--- src/hdl/lkvc_pkg.sv ---
`timescale 1ns / 1ps
package lkvc_pkg;

    // Field widths of the request and response items.
    localparam int REQ_KEY_W   = 32;
    localparam int REQ_VALUE_W = 32;
    localparam int RSP_VALUE_W = 32;

    typedef enum logic {
        OP_GET = 1'b0,
        OP_SET = 1'b1
    } t_op;

    typedef enum logic [2:0] {
        ST_IDLE,
        ST_SCAN,
        ST_SCAN_END,
        ST_DECIDE,
        ST_PROMOTE,
        ST_PROMOTE_END,
        ST_RESP
    } t_state;

endpackage

--- src/hdl/lkvc_req_if.sv ---
`timescale 1ns / 1ps
interface lkvc_req_if;
    import lkvc_pkg::*;

    logic                   valid;
    logic                   ready;
    logic                   op;
    logic [REQ_KEY_W-1:0]   lookup_key;
    logic [REQ_VALUE_W-1:0] write_value;

    modport source (output valid, output op, output lookup_key, output write_value,
                    input ready);
    modport sink   (input valid, input op, input lookup_key, input write_value,
                    output ready);
endinterface

--- src/hdl/lkvc_rsp_if.sv ---
`timescale 1ns / 1ps
interface lkvc_rsp_if;
    import lkvc_pkg::*;

    logic                   valid;
    logic                   ready;
    logic                   hit;
    logic [RSP_VALUE_W-1:0] read_value;

    modport source (output valid, output hit, output read_value, input ready);
    modport sink   (input valid, input hit, input read_value, output ready);
endinterface

--- src/hdl/lkvc_slots.sv ---
`timescale 1ns / 1ps
// Slot storage: key, value and recency rank memories, each with one
// registered read port and one write port.
module lkvc_slots #(
    parameter int ENTRIES    = 8,
    parameter int KEY_BITS   = 32,
    parameter int VALUE_BITS = 32,
    localparam int IDX_W     = $clog2(ENTRIES),
    localparam int RANK_W    = $clog2(ENTRIES)
) (
    input  logic                  i_clk,
    input  logic [IDX_W-1:0]      i_rd_idx,
    output logic [KEY_BITS-1:0]   o_rd_key,
    output logic [VALUE_BITS-1:0] o_rd_value,
    output logic [RANK_W-1:0]     o_rd_rank,
    input  logic                  i_kv_we,
    input  logic [IDX_W-1:0]      i_kv_idx,
    input  logic [KEY_BITS-1:0]   i_wr_key,
    input  logic [VALUE_BITS-1:0] i_wr_value,
    input  logic                  i_rank_we,
    input  logic [IDX_W-1:0]      i_rank_idx,
    input  logic [RANK_W-1:0]     i_wr_rank
);
    logic [KEY_BITS-1:0]   r_key_mem   [ENTRIES];
    logic [VALUE_BITS-1:0] r_value_mem [ENTRIES];
    logic [RANK_W-1:0]     r_rank_mem  [ENTRIES];
    logic [KEY_BITS-1:0]   r_rd_key;
    logic [VALUE_BITS-1:0] r_rd_value;
    logic [RANK_W-1:0]     r_rd_rank;

    always_ff @(posedge i_clk) begin
        if (i_kv_we) begin
            r_key_mem[i_kv_idx]   <= i_wr_key;
            r_value_mem[i_kv_idx] <= i_wr_value;
        end
        r_rd_key   <= r_key_mem[i_rd_idx];
        r_rd_value <= r_value_mem[i_rd_idx];
    end

    always_ff @(posedge i_clk) begin
        if (i_rank_we) begin
            r_rank_mem[i_rank_idx] <= i_wr_rank;
        end
        r_rd_rank <= r_rank_mem[i_rd_idx];
    end

    assign o_rd_key   = r_rd_key;
    assign o_rd_value = r_rd_value;
    assign o_rd_rank  = r_rd_rank;
endmodule

--- src/hdl/lru_key_value_cache.sv ---
`timescale 1ns / 1ps
// Fully associative key-value cache with least-recently-used replacement.
// Each request item is a get or a set; each produces exactly one response
// item carrying a hit flag and, for a get hit, the stored value (zero on a
// get miss and on every set). After acceptance a request passes these
// steps: a sweep through the key memory compares one slot per cycle and
// tracks the hit, the first free slot and the eviction victim; the decide
// state picks the target slot and, for a set, writes the key and value; a
// second sweep rewrites the recency rank of every slot through the read
// port and the write port of the rank memory; and the response state loads
// the response once the output register is free. A get miss changes nothing
// and skips the second sweep. The sequencer passes through idle between
// requests, so a new request is accepted only after the previous response
// has been loaded. The request side is ready only while the sequencer is
// idle; a finished response sits in an output register, so the next request
// is accepted while it waits to be taken. Valid marks are flip-flops cleared
// by reset, so the cache is empty and usable as soon as reset is released,
// with no clearing pass.
module lru_key_value_cache #(
    parameter int ENTRIES    = 8,
    parameter int KEY_BITS   = 32,
    parameter int VALUE_BITS = 32
) (
    input  logic              i_clk,
    input  logic              i_rst_n,
    lkvc_req_if.sink          i_req,
    lkvc_rsp_if.source        o_rsp
);
    import lkvc_pkg::*;

    localparam int IDX_W  = $clog2(ENTRIES);
    localparam int RANK_W = $clog2(ENTRIES);
    localparam logic [IDX_W-1:0] LAST_IDX = IDX_W'(ENTRIES - 1);

    t_state r_state;
    t_state n_state;

    // Latched request.
    t_op                   r_op;
    logic [KEY_BITS-1:0]   r_key;
    logic [VALUE_BITS-1:0] r_value;

    // Sweep counter and its registered copy that lines up with the
    // registered memory read data.
    logic [IDX_W-1:0] r_idx;
    logic             r_pipe_vld;
    logic [IDX_W-1:0] r_pipe_idx;

    // Results gathered during the key sweep.
    logic                  r_hit;
    logic [IDX_W-1:0]      r_hit_idx;
    logic [RANK_W-1:0]     r_hit_rank;
    logic [VALUE_BITS-1:0] r_hit_val;
    logic                  r_free_ok;
    logic [IDX_W-1:0]      r_free_idx;
    logic                  r_vic_ok;
    logic [IDX_W-1:0]      r_vic_idx;
    logic [RANK_W-1:0]     r_vic_rank;

    // Target of the recency update.
    logic [IDX_W-1:0]  r_tgt;
    logic [RANK_W-1:0] r_old_rank;
    logic              r_was_valid;

    logic [ENTRIES-1:0] r_valid;

    // Finished result and the output register.
    logic                   r_res_hit;
    logic [RSP_VALUE_W-1:0] r_res_val;
    logic                   r_out_vld;
    logic                   r_out_hit;
    logic [RSP_VALUE_W-1:0] r_out_val;

    logic [KEY_BITS-1:0]   w_rd_key;
    logic [VALUE_BITS-1:0] w_rd_value;
    logic [RANK_W-1:0]     w_rd_rank;

    logic              w_accept;
    logic              w_scan_step;
    logic              w_prom_step;
    logic              w_pipe_valid_slot;
    logic [IDX_W-1:0]  w_tgt;
    logic [RANK_W-1:0] w_old_rank;
    logic              w_was_valid;
    logic              w_is_set;
    logic              w_kv_we;
    logic [RANK_W-1:0] w_new_rank;
    logic              w_out_free;

    assign w_accept    = i_req.valid && i_req.ready;
    assign w_is_set    = (r_op == OP_SET);
    assign w_out_free  = !r_out_vld || o_rsp.ready;
    assign w_scan_step = r_pipe_vld && (r_state == ST_SCAN || r_state == ST_SCAN_END);
    assign w_prom_step = r_pipe_vld &&
                         (r_state == ST_PROMOTE || r_state == ST_PROMOTE_END);
    assign w_pipe_valid_slot = r_valid[r_pipe_idx];

    // A hit takes its own slot; a set miss takes the lowest free slot or,
    // when the cache is full, the slot with the highest rank.
    assign w_tgt       = r_hit ? r_hit_idx : (r_free_ok ? r_free_idx : r_vic_idx);
    assign w_old_rank  = r_hit ? r_hit_rank : r_vic_rank;
    assign w_was_valid = r_hit || !r_free_ok;
    assign w_kv_we     = (r_state == ST_DECIDE) && w_is_set;

    // New rank of the slot whose old rank has just been read.
    always_comb begin
        if (r_pipe_idx == r_tgt) begin
            w_new_rank = '0;
        end else if (w_pipe_valid_slot && (!r_was_valid || w_rd_rank < r_old_rank)) begin
            w_new_rank = w_rd_rank + RANK_W'(1);
        end else begin
            w_new_rank = w_rd_rank;
        end
    end

    lkvc_slots #(
        .ENTRIES    (ENTRIES),
        .KEY_BITS   (KEY_BITS),
        .VALUE_BITS (VALUE_BITS)
    ) u_slots (
        .i_clk      (i_clk),
        .i_rd_idx   (r_idx),
        .o_rd_key   (w_rd_key),
        .o_rd_value (w_rd_value),
        .o_rd_rank  (w_rd_rank),
        .i_kv_we    (w_kv_we),
        .i_kv_idx   (w_tgt),
        .i_wr_key   (r_key),
        .i_wr_value (r_value),
        .i_rank_we  (w_prom_step),
        .i_rank_idx (r_pipe_idx),
        .i_wr_rank  (w_new_rank)
    );

    // Sequencer.
    always_ff @(posedge i_clk) begin
        if (!i_rst_n) begin
            r_state <= ST_IDLE;
        end else begin
            r_state <= n_state;
        end
    end

    always_comb begin
        n_state     = r_state;
        i_req.ready = 1'b0;
        unique case (r_state)
            ST_IDLE: begin
                i_req.ready = 1'b1;
                if (i_req.valid) begin
                    n_state = ST_SCAN;
                end
            end
            ST_SCAN: begin
                if (r_idx == LAST_IDX) begin
                    n_state = ST_SCAN_END;
                end
            end
            ST_SCAN_END: begin
                n_state = ST_DECIDE;
            end
            ST_DECIDE: begin
                // A get miss leaves every slot as it was.
                n_state = (r_hit || w_is_set) ? ST_PROMOTE : ST_RESP;
            end
            ST_PROMOTE: begin
                if (r_idx == LAST_IDX) begin
                    n_state = ST_PROMOTE_END;
                end
            end
            ST_PROMOTE_END: begin
                n_state = ST_RESP;
            end
            ST_RESP: begin
                if (w_out_free) begin
                    n_state = ST_IDLE;
                end
            end
            default: begin
                n_state = ST_IDLE;
            end
        endcase
    end

    // Request latch, sweep counter and read pipeline.
    always_ff @(posedge i_clk) begin
        if (w_accept) begin
            r_op    <= t_op'(i_req.op);
            r_key   <= KEY_BITS'(i_req.lookup_key);
            r_value <= VALUE_BITS'(i_req.write_value);
        end
        if (w_accept || r_state == ST_DECIDE) begin
            r_idx <= '0;
        end else if (r_state == ST_SCAN || r_state == ST_PROMOTE) begin
            r_idx <= r_idx + IDX_W'(1);
        end
        r_pipe_idx <= r_idx;
    end

    always_ff @(posedge i_clk) begin
        if (!i_rst_n) begin
            r_pipe_vld <= 1'b0;
        end else begin
            r_pipe_vld <= (r_state == ST_SCAN) || (r_state == ST_PROMOTE);
        end
    end

    // Key sweep: one slot compared per cycle.
    always_ff @(posedge i_clk) begin
        if (w_accept) begin
            r_hit     <= 1'b0;
            r_free_ok <= 1'b0;
            r_vic_ok  <= 1'b0;
        end else if (w_scan_step) begin
            if (w_pipe_valid_slot && w_rd_key == r_key && !r_hit) begin
                r_hit      <= 1'b1;
                r_hit_idx  <= r_pipe_idx;
                r_hit_rank <= w_rd_rank;
                r_hit_val  <= w_rd_value;
            end
            if (!w_pipe_valid_slot && !r_free_ok) begin
                r_free_ok  <= 1'b1;
                r_free_idx <= r_pipe_idx;
            end
            // Strictly greater keeps the lowest-numbered slot on a tie.
            if (w_pipe_valid_slot && (!r_vic_ok || w_rd_rank > r_vic_rank)) begin
                r_vic_ok   <= 1'b1;
                r_vic_idx  <= r_pipe_idx;
                r_vic_rank <= w_rd_rank;
            end
        end
    end

    // Target selection and the result of this item.
    always_ff @(posedge i_clk) begin
        if (r_state == ST_DECIDE) begin
            r_tgt       <= w_tgt;
            r_old_rank  <= w_old_rank;
            r_was_valid <= w_was_valid;
            r_res_hit   <= r_hit;
            r_res_val   <= (r_hit && !w_is_set) ? RSP_VALUE_W'(r_hit_val) : '0;
        end
    end

    always_ff @(posedge i_clk) begin
        if (!i_rst_n) begin
            r_valid <= '0;
        end else if (w_kv_we) begin
            r_valid[w_tgt] <= 1'b1;
        end
    end

    // Output register.
    always_ff @(posedge i_clk) begin
        if (!i_rst_n) begin
            r_out_vld <= 1'b0;
        end else if (r_state == ST_RESP && w_out_free) begin
            r_out_vld <= 1'b1;
        end else if (o_rsp.ready) begin
            r_out_vld <= 1'b0;
        end
    end

    always_ff @(posedge i_clk) begin
        if (r_state == ST_RESP && w_out_free) begin
            r_out_hit <= r_res_hit;
            r_out_val <= r_res_val;
        end
    end

    assign o_rsp.valid      = r_out_vld;
    assign o_rsp.hit        = r_out_hit;
    assign o_rsp.read_value = r_out_val;

    // A slot once filled stays filled; entries are only ever replaced.
    a_valid_sticky: assert property (@(posedge i_clk) disable iff (!i_rst_n)
        $past(i_rst_n) |-> (($past(r_valid) & ~r_valid) == '0))
        else $error("valid mark cleared after reset");

    // A new response appears only from the response state of the sequencer.
    a_rsp_from_resp: assert property (@(posedge i_clk) disable iff (!i_rst_n)
        ($past(i_rst_n) && o_rsp.valid && (!$past(o_rsp.valid) || $past(o_rsp.ready)) &&
         $past(r_state) != ST_RESP) |-> 1'b0)
        else $error("response loaded outside the response state");

    // A miss never carries a value.
    a_miss_zero: assert property (@(posedge i_clk) disable iff (!i_rst_n)
        (o_rsp.valid && !o_rsp.hit) |-> (o_rsp.read_value == '0))
        else $error("miss response carries a nonzero value");

endmodule

--- src/flat_wrapper.sv ---
// flat-port wrapper written by rule: the top's interface ports become plain ports
module lru_key_value_cache_flat import lkvc_pkg::*;
#(
    parameter int ENTRIES    = 8,
    parameter int KEY_BITS   = 32,
    parameter int VALUE_BITS = 32
)
  (i_clk, i_rst_n, i_req_valid, i_req_op, i_req_lookup_key, i_req_write_value, i_req_ready, o_rsp_valid, o_rsp_hit, o_rsp_read_value, o_rsp_ready);
  lkvc_req_if i_req_i ();
  lkvc_rsp_if o_rsp_i ();
  input  logic i_clk;
  input  logic i_rst_n;
  input wire logic [$bits(i_req_i.valid)-1:0] i_req_valid;
  input wire logic [$bits(i_req_i.op)-1:0] i_req_op;
  input wire logic [$bits(i_req_i.lookup_key)-1:0] i_req_lookup_key;
  input wire logic [$bits(i_req_i.write_value)-1:0] i_req_write_value;
  output wire logic [$bits(i_req_i.ready)-1:0] i_req_ready;
  output wire logic [$bits(o_rsp_i.valid)-1:0] o_rsp_valid;
  output wire logic [$bits(o_rsp_i.hit)-1:0] o_rsp_hit;
  output wire logic [$bits(o_rsp_i.read_value)-1:0] o_rsp_read_value;
  input wire logic [$bits(o_rsp_i.ready)-1:0] o_rsp_ready;
  assign i_req_i.valid = i_req_valid;
  assign i_req_i.op = i_req_op;
  assign i_req_i.lookup_key = i_req_lookup_key;
  assign i_req_i.write_value = i_req_write_value;
  assign i_req_ready = i_req_i.ready;
  assign o_rsp_valid = o_rsp_i.valid;
  assign o_rsp_hit = o_rsp_i.hit;
  assign o_rsp_read_value = o_rsp_i.read_value;
  assign o_rsp_i.ready = o_rsp_ready;
  lru_key_value_cache #(.ENTRIES(ENTRIES), .KEY_BITS(KEY_BITS), .VALUE_BITS(VALUE_BITS)) u_core (.i_clk(i_clk), .i_rst_n(i_rst_n), .i_req(i_req_i), .o_rsp(o_rsp_i));
endmodule
--- config.mk ---
export PLATFORM = sky130hd
export DESIGN_NAME = lru_key_value_cache_flat
export DESIGN_NICKNAME = d
export VERILOG_FILES = /design/src/hdl/lkvc_pkg.sv /design/src/hdl/lkvc_req_if.sv /design/src/hdl/lkvc_rsp_if.sv /design/src/hdl/lkvc_slots.sv /design/src/hdl/lru_key_value_cache.sv /design/src/flat_wrapper.sv
export SDC_FILE = /design/constraint.sdc
export NUM_CORES = 1
export LEC_CHECK = 0
export BUFFER_PORTS_ARGS = -buffer_cell sky130_fd_sc_hd__buf_2
export CAP_MARGIN = 10
export CELL_PAD_IN_SITES_DETAIL_PLACEMENT = 0
export CELL_PAD_IN_SITES_GLOBAL_PLACEMENT = 1
export CORE_MARGIN = 8
export CORE_UTILIZATION = 45
export DETAILED_ROUTE_END_ITERATION = 8
export PLACE_DENSITY = 0.68
export SETUP_SLACK_MARGIN = 0.15
export SLEW_MARGIN = 15
export SYNTH_ARGS = -nofsm -noshare
export SYNTH_HDL_FRONTEND = slang
export SYNTH_SLANG_ARGS = --single-unit
--- constraint.sdc ---
create_clock -name i_clk -period 6.41 [get_ports i_clk]
set_input_delay 1.282 -clock i_clk [delete_from_list [all_inputs] [get_ports i_clk]]
set_output_delay 1.282 -clock i_clk [all_outputs]
set_load 0.01 [all_outputs]
* Yosys cells after proc, flatten, opt, wreduce, memory -nomap -nowiden
Memories as Yosys holds them, arrays and structs flattened. A register that Yosys moved wholly into a read port is not among the register bits. Cells that the tools add are included.
Cells by class: $add $sub $neg 2, multiply operators 0, divide/modulo/power cells 0, order comparisons 5, eq/ne operators 13, shifts and indexed selects 0, muxes and demuxes 22, bitwise operators 2, reductions and logical operators 37
Operator list (number):
- $eq A32 B32 Y1 | 1
- $mux W3 | 9
- $pmux W3 S7 | 1
- $eq A3 B3 Y1 const B | 4
- $logic_and A1 B1 Y1 | 12
- $logic_or A1 B1 Y1 | 9
- $mux W1 | 9
- $reduce_and A3 Y1 | 3
- $lt A3 B4 Y1 const B | 2
- $or A8 B8 Y8 | 1
- $logic_not A1 Y1 | 7
- $add A3 B1 Y3 const B | 2
- $eq A3 B2 Y1 const B | 2
- $reduce_and A2 Y1 | 3
- $ne A2 B1 Y1 const B | 2
- $ne A2 B2 Y1 const B | 2
- $reduce_and A4 Y1 | 1
- $bmux W1 S3 | 1
- $demux W1 S3 | 1
- $eq A3 B1 Y1 const B | 1
- $eq A3 B3 Y1 | 1
- $ge A3 B1 Y1 const B | 1
- $gt A3 B3 Y1 | 1
- $logic_not A3 Y1 | 1
- other kinds (4) | 4
Storage, ports and cells: register bits after elaboration 207, bits in latches 0, memory bits (writable) 536, ROM bits 0, input bits 69, output and inout bits 35, word-level logic and storage cells 109, memories kept 3
Memory list:
- u_core.u_slots.r_key_mem | depth 8, bits a word 32, read ports 1, clocked after memory_dff 1, write ports 1, line lkvc_slots.sv:24 | logic [KEY_BITS-1:0] r_key_mem [ENTRIES];
- u_core.u_slots.r_value_mem | depth 8, bits a word 32, read ports 1, clocked after memory_dff 1, write ports 1, line lkvc_slots.sv:25 | logic [VALUE_BITS-1:0] r_value_mem [ENTRIES];
- u_core.u_slots.r_rank_mem | depth 8, bits a word 3, read ports 1, clocked after memory_dff 1, write ports 1, line lkvc_slots.sv:26 | logic [RANK_W-1:0] r_rank_mem [ENTRIES];

* Logic depth before layout (Yosys ltp)
Gate-level depths: netlist of the first run.
word-level depth 7, gate-level depth with buffers 7, depth with buffers taken out 7

* Modules after synthesis
A second synthesis of the first run with hierarchy kept.
Second synthesis, totals: cell total of the unflattened synthesis 1283, area total of the unflattened synthesis 29341.9 µm²
By module, submodules not included:
- lkvc_slots | times used 1, cells an instance 867, area each 21898.5 µm², sequential area each 17436.7 µm²
- lru_key_value_cache | times used 1, cells an instance 416, area each 7443.4 µm², sequential area each 5995.8 µm²

* Least setup slack after synthesis of the first run
OpenSTA, ideal clock, no wires.
path kind flip-flop to flip-flop, from register u_core.r_state[2], to memory u_core.u_slots.r_key_mem[6][0], enable pin, setup time 488 ps, arrival time 4709 ps, required time 5922 ps, setup slack 1213 ps, stages on the path, launching flop included 5, path buffers 0, period minus slack after synthesis 5197 ps, path through dfxtp_1 -> inv_1 -> and3_1 -> o2111ai_1 -> nor2_1
Between the ends: cells in the longest elaborated chain, start to end 4
RTL lines:
- from (decl) | line lru_key_value_cache.sv:35 | t_state r_state;
- from (signal assigned) | line lru_key_value_cache.sv:140 | r_state <= n_state;
- $eq A3 B2 Y1 | line lru_key_value_cache.sv:103 | assign w_kv_we = (r_state == ST_DECIDE) && w_is_set;
- $logic_and A1 B1 Y1 | line lru_key_value_cache.sv:103
- $mux W1 | line lkvc_slots.sv:32 | if (i_kv_we) begin
- $mux W1 (not written as such) | line lkvc_slots.sv:33 | r_key_mem[i_kv_idx] <= i_wr_key;
- to (decl) | line lkvc_slots.sv:24
No other way between the ends.

* Final worst setup path of the first run
from register u_core.r_state[2], to memory u_core.u_slots.r_key_mem[6][16], enable pin
Same word-level chain as after synthesis.

==> impl_metrics.py, run 1 <==
metrics = {
    "outcome": {
        "outcome": "complete, no violations",
    },
    "hold_path": {
        "class_of_the_tightest_hold_or_removal_check": "register to register",
        "timing.hold.worst.start": "u_core.u_slots.o_rd_value[30]$_DFF_P_",
        "worstHoldPathCells": 0,
        "holdPathEnd": "u_core.r_hit_val[30]$_DFFE_PP_",
    },
    "yosys": {
        "synth.distinct_cells": 46,
        "count_of_flip_flops_with_a_built_in_enable_after_synthesis": 721,
        "cells_taking_the_most_area_after_synthesis": "edfxtp_1 75%, mux4_2 11%, dfxtp_1 6.2%, mux2_2 2.6%, and2_1 0.71%",
        "synthesis.yosys.warnings": 0,
        "seq_total_area_yosys": 0.811,
        "synthDominantCellAreaShare": 0.749,
        "synth_commonest_cells": "721 x edfxtp_1, 136 x mux4_2, 89 x dfxtp_1, 68 x mux2_2, 33 x and2_1",
        "postSynthAreaPerCell_um2": 22.7,
        "synth_ff_type": "edfxtp_1",
        "async_flop_share": 0,
        "synth_nets": 1350,
        "netlist_instances": 1273,
        "yosys.area.top_type": "edfxtp_1",
        "synth_seq_cells": 810,
        "mappedNetlistArea_mm2": 0.0289,
        "synth.most_common_cell": "edfxtp_1",
    },
    "global_route": {
        "maximum_number_of_pins_on_one_net_before_global_route_repair": 94,
        "grt-ovfl-total": 0,
        "grt_antenna_before_repair": 1,
        "grt_pass1_wl_um": 80500,
        "track_usage": 0.145,
        "number_of_global_route_vias_before_repair": 13100,
    },
    "pwr": {
        "p_leak_nw": 10.8,
        "max-vdd-ir-drop_uv": 245,
        "finalPower_mw": 11.6,
        "pwr_density_cell_mw_per_mm2": 349,
    },
    "final_layout": {
        "syn2layout_area_growth_pct": 15.3,
        "num_antenna_cells": 0,
        "finish.cell_count_without_fillers": 2357,
        "layout.core_utilization": 0.521,
        "fillers": 5016,
        "fin_nets": 1509,
        "final_layout_size_suffix_gt1_frac": 0.320,
        "finish.instance_area_mm2": 0.0333,
    },
    "die": {
        "die_height_um": 269,
        "row_cnt": 93,
        "dieArea_mm2": 0.0726,
        "floorplan.core_area_mm2": 0.0640,
        "design.portCount": 104,
        "die_width_um": 269,
        "start_util": 0.452,
    },
    "timing": {
        "unrepaired_setup_endpoints_after_global_routing": "false",
        "final_min_period_over_clock_period": 0.551,
        "clock.fmax_mhz": 283,
        "clock-skew-final_ns": 0.0197,
        "finalSetupViolations": 0,
        "timing.slew.headroom": 0.291,
        "fin_tns_setup_ns": 0,
        "tightest_slew_ns": 1.05,
        "period_needed_ns": 3.53,
        "timing.hold.ws_ns": 0.403,
        "finalMaxSlewViolations": 0,
        "final.setup.worst_slack_ns": 2.88,
        "report.final.hold_viol_count": 0,
    },
    "clock_tree": {
        "clock_tree.root_cell": "clkbuf_16",
        "clk_latency_ns": 0.62,
        "cts_resized": 0,
        "cts.sinks": 810,
        "holdBufCountCts": 0,
        "path_clk_slew_ns": 0.06,
        "tritoncts": "built",
        "cts-htree-levels": 3,
        "tritoncts.num_buffers": 83,
        "cts_setup_buffers": 0,
        "clk_path_buf_depth": 3,
    },
    "placed_design": {
        "dpl_cell_area_mm2": 0.0305,
        "placed_cells": 2201,
        "routabilityCongestion": 0.728,
        "place_ws_ns": 2.82,
        "detailed_place_hpwl_um": 28400,
        "port-buffer-count": 103,
    },
    "routing": {
        "wire_per_inst_um": 22.5,
        "first_pass_iters": 7,
        "finalWirelength_um": 53000,
        "postRouteAntennaNets": 0,
        "remaining_drc_errors": 0,
        "first_iter_violations": 853,
        "vias_per_cell": 5.25,
        "num_vias": 12400,
    },
    "setup_path": {
        "worstReg2RegEnd": "u_core.u_slots.r_key_mem[6][16]$_DFFE_PP_",
        "worst-path-max-fanout": 50,
        "timing.rr.start": "u_core.r_state[2]$_SDFFE_PN0P_",
        "setup.worst_path.start_class": "register",
        "worst_path_arrival_time_ns": 3.77,
        "worst-endpoint-required_ns": 6.65,
        "reg2reg_setup_slack_ns": 2.88,
        "timing.reg2reg.worst_path_depth": 5,
        "worstSetupEndpointType": "register",
        "criticalPathCategory": "register to register",
    },
    "run": {
        "maxCapViolations": 0,
    },
}
-- flip-flops by register name, indices dropped and copies added (netlist names), 8 cells and up --
register / count
u_core.u_slots.r_key_mem: 256
u_core.u_slots.r_value_mem: 256
u_core.o_rsp.read_value: 32
u_core.r_hit_val: 32
u_core.r_key: 32
u_core.r_res_val: 32
u_core.r_value: 32
u_core.u_slots.o_rd_key: 32
u_core.u_slots.o_rd_value: 32
u_core.u_slots.r_rank_mem: 24
u_core.r_valid: 8
-- metal layers --
metal / up-vias / track usage / wire, um
li1: 5517 / - / -
met1: 6501 / 0.193 / 23300
met2: 272 / 0.245 / 26700
met3: 76 / 0.0250 / 2030
met4: 0 / 0.0425 / 987
met5: - / 0 / 0
-- critical path, cell delays in order, from the launching register on --
cell	delay, ns
dfxtp_1	0.43
inv_1	0.25
and3_2	0.49
o2111ai_1	0.50
nor2_4	0.62
buf_4	0.81
-- cells in the final DEF, fill, tap and decap left out, types with 4 or more instances in the layout --
cell type / instances
a221oi_1: 4
clkinv_2: 18
buf_4: 17
ha_1: 8
clkinv_1: 15
bufinv_16: 10
nand4_1: 4
xnor2_1: 17
xor2_1: 21
nand2b_1: 6
mux4_2: 136
clkbuf_16: 83
mux2i_1: 4
inv_6: 5
inv_1: 6
nor2_1: 16
nor3_1: 5
clkbuf_8: 7
nor4_1: 5
o21ai_0: 12
nand2_1: 13
dfxtp_1: 86
o21a_1: 10
mux2_2: 68
edfxtp_1: 721
and2_1: 33
clkbuf_1: 11
buf_2: 103
nor2b_1: 5
nor2_4: 8
-- final cells by class --
cell class	instances	area, um2	share of cell area
repair buffers	123	694	0.0208
clock inverters	54	587	0.0176
well taps	855	1070	0.0321
clock buffers	101	2210	0.0664
inverters	7	27.5	0.000826
multi-input cells	407	5290	0.159
flip-flops and latches	810	23400	0.703
-- how the worst max path moves through the flow --
| stage | start | cells past startpoint | slack [ns] | to |
|---|---|---|---|---|
| 6_report | u_core.r_state[2]$_SDFFE_PN0P_ | 5 | 2.88 | u_core.u_slots.r_key_mem[6][16]$_DFFE_PP_ |
| 5_1_grt | u_core.r_state[2]$_SDFFE_PN0P_ | 5 | 2.64 | u_core.u_slots.r_key_mem[6][25]$_DFFE_PP_ |
| 2_1_floorplan | u_core.r_state[2]$_SDFFE_PN0P_ | 4 | 1.21 | u_core.u_slots.r_key_mem[6][0]$_DFFE_PP_ |
| 4_1_cts | u_core.r_state[2]$_SDFFE_PN0P_ | 5 | 2.80 | u_core.u_slots.r_key_mem[6][16]$_DFFE_PP_ |
| 3_5_place_dp | u_core.r_state[2]$_SDFFE_PN0P_ | 5 | 2.82 | u_core.u_slots.r_key_mem[6][15]$_DFFE_PP_ |
| 3_3_place_gp | u_core.r_state[0]$_SDFFE_PN0P_ | 4 | 2.91 | u_core.u_slots.r_key_mem[6][13]$_DFFE_PP_ |
-- where the power goes --
part | internal (mW) | switching (mW) | total, mW
Combinational | 0.400 | 0.290 | 0.690
Clock | 2.89 | 1.96 | 4.84
Sequential | 5.92 | 0.183 | 6.10
Total | 9.20 | 2.43 | 11.6
-- logic make-up after synthesis --
family / count (synthesis) / synth area share
and+or+nand+nor: 109 / 0.0205
DFF: 810 / 0.811
AOI/OAI and AO/OA: 40 / 0.00961
buffers and inverters: 56 / 0.00866
adders and majority gates: 8 / 0.00346
xor gates and xnor gates: 38 / 0.0115
muxes: 212 / 0.136
(Power assumes the default switching activity.)
==> inputs of run 2 (changes only) <==
ABC_AREA = 1   (was default)
PLACE_DENSITY = 0.74   (was 0.68)
clock period = 3.1 ns   (was 6.41 ns; I/O delays follow)
==> run 2 against run 1 <==
Net effect: worst hold slack lost 0.24 ns; register-to-register slack worse by 2.2 ns; design area up 3.9%; fmax up 44%; non-clock buffer count rose by 17; synthesized cell count grew 77%; area after synthesis up 4.6%; count of clock-buffer cells in the layout is 22 higher; final cell count rose by 41%; critical endpoint is now u_core.u_slots.r_key_mem[4][0]$_DFFE_PP_.
==> impl_metrics.py, run 2 <==
metrics = {
    "pwr": {
        "pwr_density_cell_mw_per_mm2": 858,
        "p_leak_nw": 12.4,
        "max-vdd-ir-drop_uv": 486,
    },
    "yosys": {
        "cells_taking_the_most_area_after_synthesis": "edfxtp_1 72%, nor2_1 6.0%, dfxtp_1 5.9%, nand2_1 4.3%, o32ai_1 3.9%",
        "synthDominantCellAreaShare": 0.716,
        "postSynthAreaPerCell_um2": 13.4,
        "seq_total_area_yosys": 0.775,
        "yosys.area.top_type": "edfxtp_1",
        "synth_seq_cells": 810,
        "async_flop_share": 0,
        "synthesis.yosys.warnings": 0,
        "mappedNetlistArea_mm2": 0.0302,
        "netlist_instances": 2257,
        "synth_nets": 2334,
        "synth_ff_type": "edfxtp_1",
        "synth.distinct_cells": 36,
        "synth.most_common_cell": "edfxtp_1",
        "count_of_flip_flops_with_a_built_in_enable_after_synthesis": 721,
        "synth_commonest_cells": "721 x edfxtp_1, 486 x nor2_1, 347 x nand2_1, 150 x o21ai_0, 134 x o32ai_1",
    },
    "outcome": {
        "outcome": "complete, no violations",
    },
    "timing": {
        "period_needed_ns": 2.45,
        "report.final.hold_viol_count": 0,
        "clock.fmax_mhz": 409,
        "tightest_slew_ns": 0.865,
        "final_min_period_over_clock_period": 0.789,
        "timing.slew.headroom": 0.418,
        "finalSetupViolations": 0,
        "finalMaxSlewViolations": 0,
        "clock-skew-final_ns": 0.0301,
        "unrepaired_setup_endpoints_after_global_routing": "false",
    },
    "clock_tree": {
        "tritoncts": "built",
        "cts_resized": 0,
        "holdBufCountCts": 0,
        "cts.sinks": 810,
        "cts-htree-levels": 3,
        "clock_tree.root_cell": "clkbuf_16",
        "path_clk_slew_ns": 0.06,
        "cts_setup_buffers": 0,
        "clk_path_buf_depth": 3,
        "clk_latency_ns": 0.63,
        "tritoncts.num_buffers": 84,
    },
    "routing": {
        "wl_met3_um": 3480,
        "first_pass_iters": 4,
        "remaining_drc_errors": 0,
        "num_vias": 17500,
        "postRouteAntennaNets": 0,
        "wire_length_the_detailed_router_placed_on_met1_um": 29300,
        "first_iter_violations": 1478,
        "finalWirelength_um": 65900,
        "top_routing_layer_in_use": "met4",
        "met2_wirelength_um": 31700,
        "vias_per_cell": 5.26,
        "wire_per_inst_um": 19.9,
    },
    "global_route": {
        "track_usage": 0.173,
        "grt_pass1_wl_um": 101000,
        "number_of_global_route_vias_before_repair": 17400,
        "grt-ovfl-total": 0,
        "grt_antenna_before_repair": 1,
        "maximum_number_of_pins_on_one_net_before_global_route_repair": 162,
    },
    "setup_path": {
        "timing.rr.start": "u_core.r_hit$_SDFFE_PP0P_",
        "crit_chain": "inv_2 -> o21ai_2 -> inv_1 -> nor2_1 -> nand2_1 -> clkinvlp_4 -> buf_12",
        "critical_path.max_stage_delay_ns": 0.50,
        "setup.worst_path.start_class": "register",
        "worstSetupEndpointType": "register",
        "worst-endpoint-required_ns": 3.40,
        "worst-path-max-fanout": 28,
        "slowest_stage_cell_cp": "dfxtp_1",
        "reg2reg_setup_slack_ns": 0.65,
        "criticalPathCategory": "register to register",
        "timing.reg2reg.worst_path_depth": 7,
        "worstReg2RegEnd": "u_core.u_slots.r_key_mem[4][0]$_DFFE_PP_",
        "worst_path_arrival_time_ns": 2.75,
    },
    "die": {
        "row_cnt": 95,
        "design.portCount": 104,
        "dieArea_mm2": 0.0757,
        "floorplan.core_area_mm2": 0.0668,
        "die_width_um": 275,
        "start_util": 0.453,
        "die_height_um": 275,
    },
    "final_layout": {
        "biggestRegsByFlops": "u_core.u_slots.r_key_mem x256, u_core.u_slots.r_value_mem x256",
        "syn2layout_area_growth_pct": 14.6,
        "finish.cell_count_without_fillers": 3316,
        "fillers": 5561,
        "final_layout_size_suffix_gt1_frac": 0.122,
        "layout.core_utilization": 0.519,
        "layout.cells.most_common": "edfxtp_1",
        "fin_nets": 2448,
        "commonest_cells_after_routing_fill_and_taps_aside": "721 x edfxtp_1, 485 x nor2_1, 345 x nand2_1",
    },
    "placed_design": {
        "port-buffer-count": 103,
        "routabilityCongestion": 0.781,
        "detailed_place_hpwl_um": 35900,
        "placed_cells": 3158,
    },
    "hold_path": {
        "worstHoldPathCells": 1,
        "timing.hold.worst.start": "i_req_lookup_key[20]",
        "holdPathEnd": "u_core.r_key[20]$_DFFE_PP_",
        "class_of_the_tightest_hold_or_removal_check": "input pin to register",
    },
    "run": {
        "maxCapViolations": 0,
    },
}
==> run 2: worst max-delay path, delay by kind of cell, from the launching register on <==
family          cells  cell delay (ns)
buf+inv             4             0.94
flops               1             0.50
compound gates      1             0.28
simple gates        2             0.40
==> run 2: how the worst max path moves through the flow <==
stage | startpoint | to | slack (ns) | cells after the start
detailed placement | u_core.r_hit$_SDFFE_PP0P_ | u_core.u_slots.r_value_mem[4][24]$_DFFE_PP_ | 0.70 | 7
CTS | u_core.r_hit$_SDFFE_PP0P_ | u_core.u_slots.r_value_mem[4][21]$_DFFE_PP_ | 0.66 | 7
finish | u_core.r_hit$_SDFFE_PP0P_ | u_core.u_slots.r_key_mem[4][0]$_DFFE_PP_ | 0.65 | 7
global placement | u_core.r_hit$_SDFFE_PP0P_ | u_core.u_slots.r_value_mem[4][29]$_DFFE_PP_ | 0.72 | 7
floorplan | u_core.r_state[2]$_SDFFE_PN0P_ | u_core.u_slots.r_key_mem[0][0]$_DFFE_PP_ | -0.27 | 5
global route | u_core.r_hit$_SDFFE_PP0P_ | u_core.u_slots.r_key_mem[4][23]$_DFFE_PP_ | 0.49 | 7
==> run 2: final cells by class <==
class	instances	area (um2)	share of cell area
multi-input combinational	1211	5730	0.165
clock buffer	123	2410	0.0696
timing repair buffer	140	1080	0.0312
inverter	124	485	0.0140
clock inverter	34	397	0.0115
sequential	810	23400	0.677
tap	873	1090	0.0315
antenna	1	2.50	0.0000722
==> run 2: cell families (layout without fill, tap and decap cells) <==
kind of cell / count (synthesis) / in the layout / synth area share
compound gates: 308 / 308 / 0.0682
xor+xnor: 10 / 10 / 0.00290
fa+ha+maj: 8 / 8 / 0.00331
buf+inv: 236 / 421 / 0.0374
flops: 810 / 810 / 0.775
other cells: 0 / 1 / 0
simple gates: 885 / 885 / 0.113
==> run 2: metal layers <==
metal / up-vias / global-route usage
li1: 8247 / -
met1: 8659 / 0.233
met2: 451 / 0.287
met3: 93 / 0.0287
met4: 0 / 0.0549
met5: - / 0
==> run 2: power by group <==
part	internal [mW]	switching, mW
registers	13.5	0.955
clock network	6.08	4.04
logic	1.62	3.53
total	21.2	8.52
==> run 2: through the flow <==
step                area (um2)  hold WS, ns  power (mW)  setup TNS, ns  worst slack [ns]
floorplan                30300        0.350        18.2         -30.45            -0.269
global placement         31800        0.387        19.7              0             0.718
detailed placement       31800        0.389        19.9              0             0.697
CTS                      34600        0.123        30.0              0             0.662
global route             34600        0.141        31.2              0             0.494
finish                   34600        0.165        29.7              0             0.654
==> inputs of run 3 (changes only) <==
PLACE_DENSITY = 0.72   (was 0.74)
clock period = 2.5 ns   (was 3.1 ns; I/O delays follow)
==> run 3 against run 2 <==
Net effect: non-clock buffer count grew 32; combinational power is 29% higher; clock skew increased by 0.0043 ns; critical endpoint is now u_core.r_hit_val[27]$_DFFE_PP_; sequential power increased by 23%; final cell count rose by 0.90%; design area increased by 1.1%; via count is 1.1% higher; total power rose by 24%; register-to-register slack got worse by 0.34 ns; worst setup slack got worse by 0.34 ns; first-iteration DRC count down 12%.
==> impl_metrics.py, run 3 (synthesis gave the netlist of run 2 again) <==
metrics = {
    "final_layout": {
        "num_antenna_cells": 0,
        "finish.instance_area_mm2": 0.0350,
        "commonest_cells_after_routing_fill_and_taps_aside": "721 x edfxtp_1, 485 x nor2_1, 345 x nand2_1",
        "final_layout_size_suffix_gt1_frac": 0.134,
        "layout.cells.most_common": "edfxtp_1",
        "syn2layout_area_growth_pct": 15.8,
        "biggestRegsByFlops": "u_core.u_slots.r_key_mem x256, u_core.u_slots.r_value_mem x256",
        "fin_nets": 2479,
        "fillers": 5604,
    },
    "timing": {
        "timing.slew.headroom": 0.356,
        "final_min_period_over_clock_period": 0.875,
        "tightest_slew_ns": 0.966,
        "report.final.hold_viol_count": 0,
        "unrepaired_setup_endpoints_after_global_routing": "true",
        "clock-skew-final_ns": 0.0345,
        "clock.fmax_mhz": 457,
        "finalMaxSlewViolations": 0,
        "finalSetupViolations": 0,
        "timing.hold.ws_ns": 0.0510,
        "period_needed_ns": 2.19,
    },
    "pwr": {
        "netSwitchingFraction": 0.290,
        "finalPower_mw": 36.9,
        "pwr_density_cell_mw_per_mm2": 1050,
        "max-vdd-ir-drop_uv": 800,
        "net-switching-power_mw": 10.7,
        "share_of_power_burned_in_registers": 0.484,
        "pwr-share-comb": 0.180,
        "p_leak_nw": 12.5,
        "power.share.clock": 0.336,
        "internal_power_mw": 26.2,
    },
    "run": {
        "maxCapViolations": 0,
    },
    "hold_path": {
        "class_of_the_tightest_hold_or_removal_check": "input pin to register",
    },
    "clock_tree": {
        "cts_setup_buffers": 0,
        "tritoncts": "built",
        "clk_path_buf_depth": 3,
        "clock_tree.root_cell": "clkbuf_16",
        "clk_latency_ns": 0.64,
        "path_clk_slew_ns": 0.06,
        "tritoncts.num_buffers": 83,
        "cts-htree-levels": 3,
        "cts.sinks": 810,
    },
    "routing": {
        "vias_per_cell": 5.27,
        "first_iter_violations": 1296,
        "remaining_drc_errors": 0,
        "num_vias": 17600,
        "first_pass_iters": 5,
        "wire_per_inst_um": 20.0,
        "finalWirelength_um": 66800,
        "postRouteAntennaNets": 0,
    },
    "placed_design": {
        "routabilityCongestion": 0.788,
        "detailed_place_hpwl_um": 37400,
        "dpl_cell_area_mm2": 0.0321,
        "port-buffer-count": 103,
    },
    "global_route": {
        "grt-ovfl-total": 0,
        "grt_antenna_before_repair": 1,
        "track_usage": 0.176,
        "maximum_number_of_pins_on_one_net_before_global_route_repair": 156,
        "grt_pass1_wl_um": 102000,
        "number_of_global_route_vias_before_repair": 17500,
    },
    "setup_path": {
        "timing.rr.start": "u_core.r_key[0]$_DFFE_PP_",
        "timing.reg2reg.worst_path_depth": 9,
        "worstReg2RegEnd": "u_core.r_hit_val[27]$_DFFE_PP_",
        "timing.critical_path.to": "u_core.r_hit_val[27]$_DFFE_PP_",
        "crit_start": "u_core.r_key[0]$_DFFE_PP_",
        "worst-endpoint-required_ns": 2.80,
        "worst_path_arrival_time_ns": 2.48,
        "setup.worst_path.start_class": "register",
        "reg2reg_setup_slack_ns": 0.31,
        "worstSetupEndpointType": "register",
        "criticalPathCategory": "register to register",
        "worst-path-max-fanout": 38,
    },
    "outcome": {
        "outcome": "complete, no violations",
    },
    "die": {
        "start_util": 0.453,
        "die_height_um": 275,
        "design.portCount": 104,
        "dieArea_mm2": 0.0757,
        "row_cnt": 95,
        "floorplan.core_area_mm2": 0.0668,
        "die_width_um": 275,
    },
}
run 3: timing repair:
item | CTS | global route
endpoints found under the hold margin | 7 | 0
gates resized for setup | 0 | 2
hold buffers | 7 | 0
endpoints found under the setup margin | 0 | 44
run 3: worst max-delay path, cell delays in order, from the launching register on:
cell      delay (ns)
edfxtp_1        0.48
inv_1           0.11
nand2_1         0.09
nand2_1         0.05
nor2_1          0.20
nand2_1         0.09
nor2_1          0.10
nand3_1         0.16
nor3_4          0.25
buf_12          0.28
run 3: area by class of cell:
type                            count  area (um2)  share of cell area
Tap cell                          873        1090              0.0312
Inverter                          124         503              0.0144
Timing Repair Buffer              172        1430              0.0410
Clock buffer                      106        2250              0.0644
Sequential cell                   810       23400               0.670
Multi-Input combinational cell   1211        5730               0.164
Clock inverter                     50         544              0.0155
run 3: stage by stage:
| stage | instances | setup TNS, ns | setup slack, ns | utilization |
|---|---|---|---|---|
| 3_5_place_dp | 3183 | 0 | 0.246 | 0.481 |
| 2_1_floorplan | 2257 | -151.22 | -0.869 | - |
| 3_3_place_gp | 3183 | 0 | 0.281 | 0.481 |
| 4_1_cts | 3346 | 0 | 0.228 | 0.524 |
| 5_1_grt | 3346 | 0 | 0.150 | 0.524 |
| 6_report | 3346 | 0 | 0.313 | 0.524 |
run 3: how the worst min path moves through the flow:
stage                                                     start                             end  slack, ns  cells past startpoint
after detailed placement   u_core.u_slots.o_rd_value[6]$_DFF_P_   u_core.r_hit_val[6]$_DFFE_PP_       0.39                      0
after CTS                                 i_req_write_value[24]    u_core.r_value[24]$_DFFE_PP_      0.004                      1
after floorplan                    u_core.r_idx[1]$_SDFFE_PP0P_    u_core.r_pipe_idx[1]$_DFF_P_       0.35                      0
after global placement    u_core.u_slots.o_rd_value[15]$_DFF_P_  u_core.r_hit_val[15]$_DFFE_PP_       0.39                      0
after global routing                      i_req_write_value[24]    u_core.r_value[24]$_DFFE_PP_       0.02                      1
final                                       i_req_lookup_key[0]       u_core.r_key[0]$_DFFE_PP_       0.05                      1
run 3: metal layers:
layer / wire (um) / up-vias / GRT usage / share of wire
li1: - / 8323 / - / -
met1: 29900 / 8823 / 0.232 / 0.45
met2: 32300 / 385 / 0.293 / 0.48
met3: 3180 / 108 / 0.0326 / 0.048
met4: 1430 / 0 / 0.0569 / 0.021
met5: 0 / - / 0 / 0
run 3: power by group through the flow:
stage               Clock [mW]  Sequential [mW]  Combinational (mW)
floorplan                    0             17.7                4.85
global placement             0             18.1                6.53
detailed placement           0             18.2                6.65
CTS                       12.7             17.9                6.70
global route              13.2             18.0                7.42
finish                    12.4             17.9                6.64
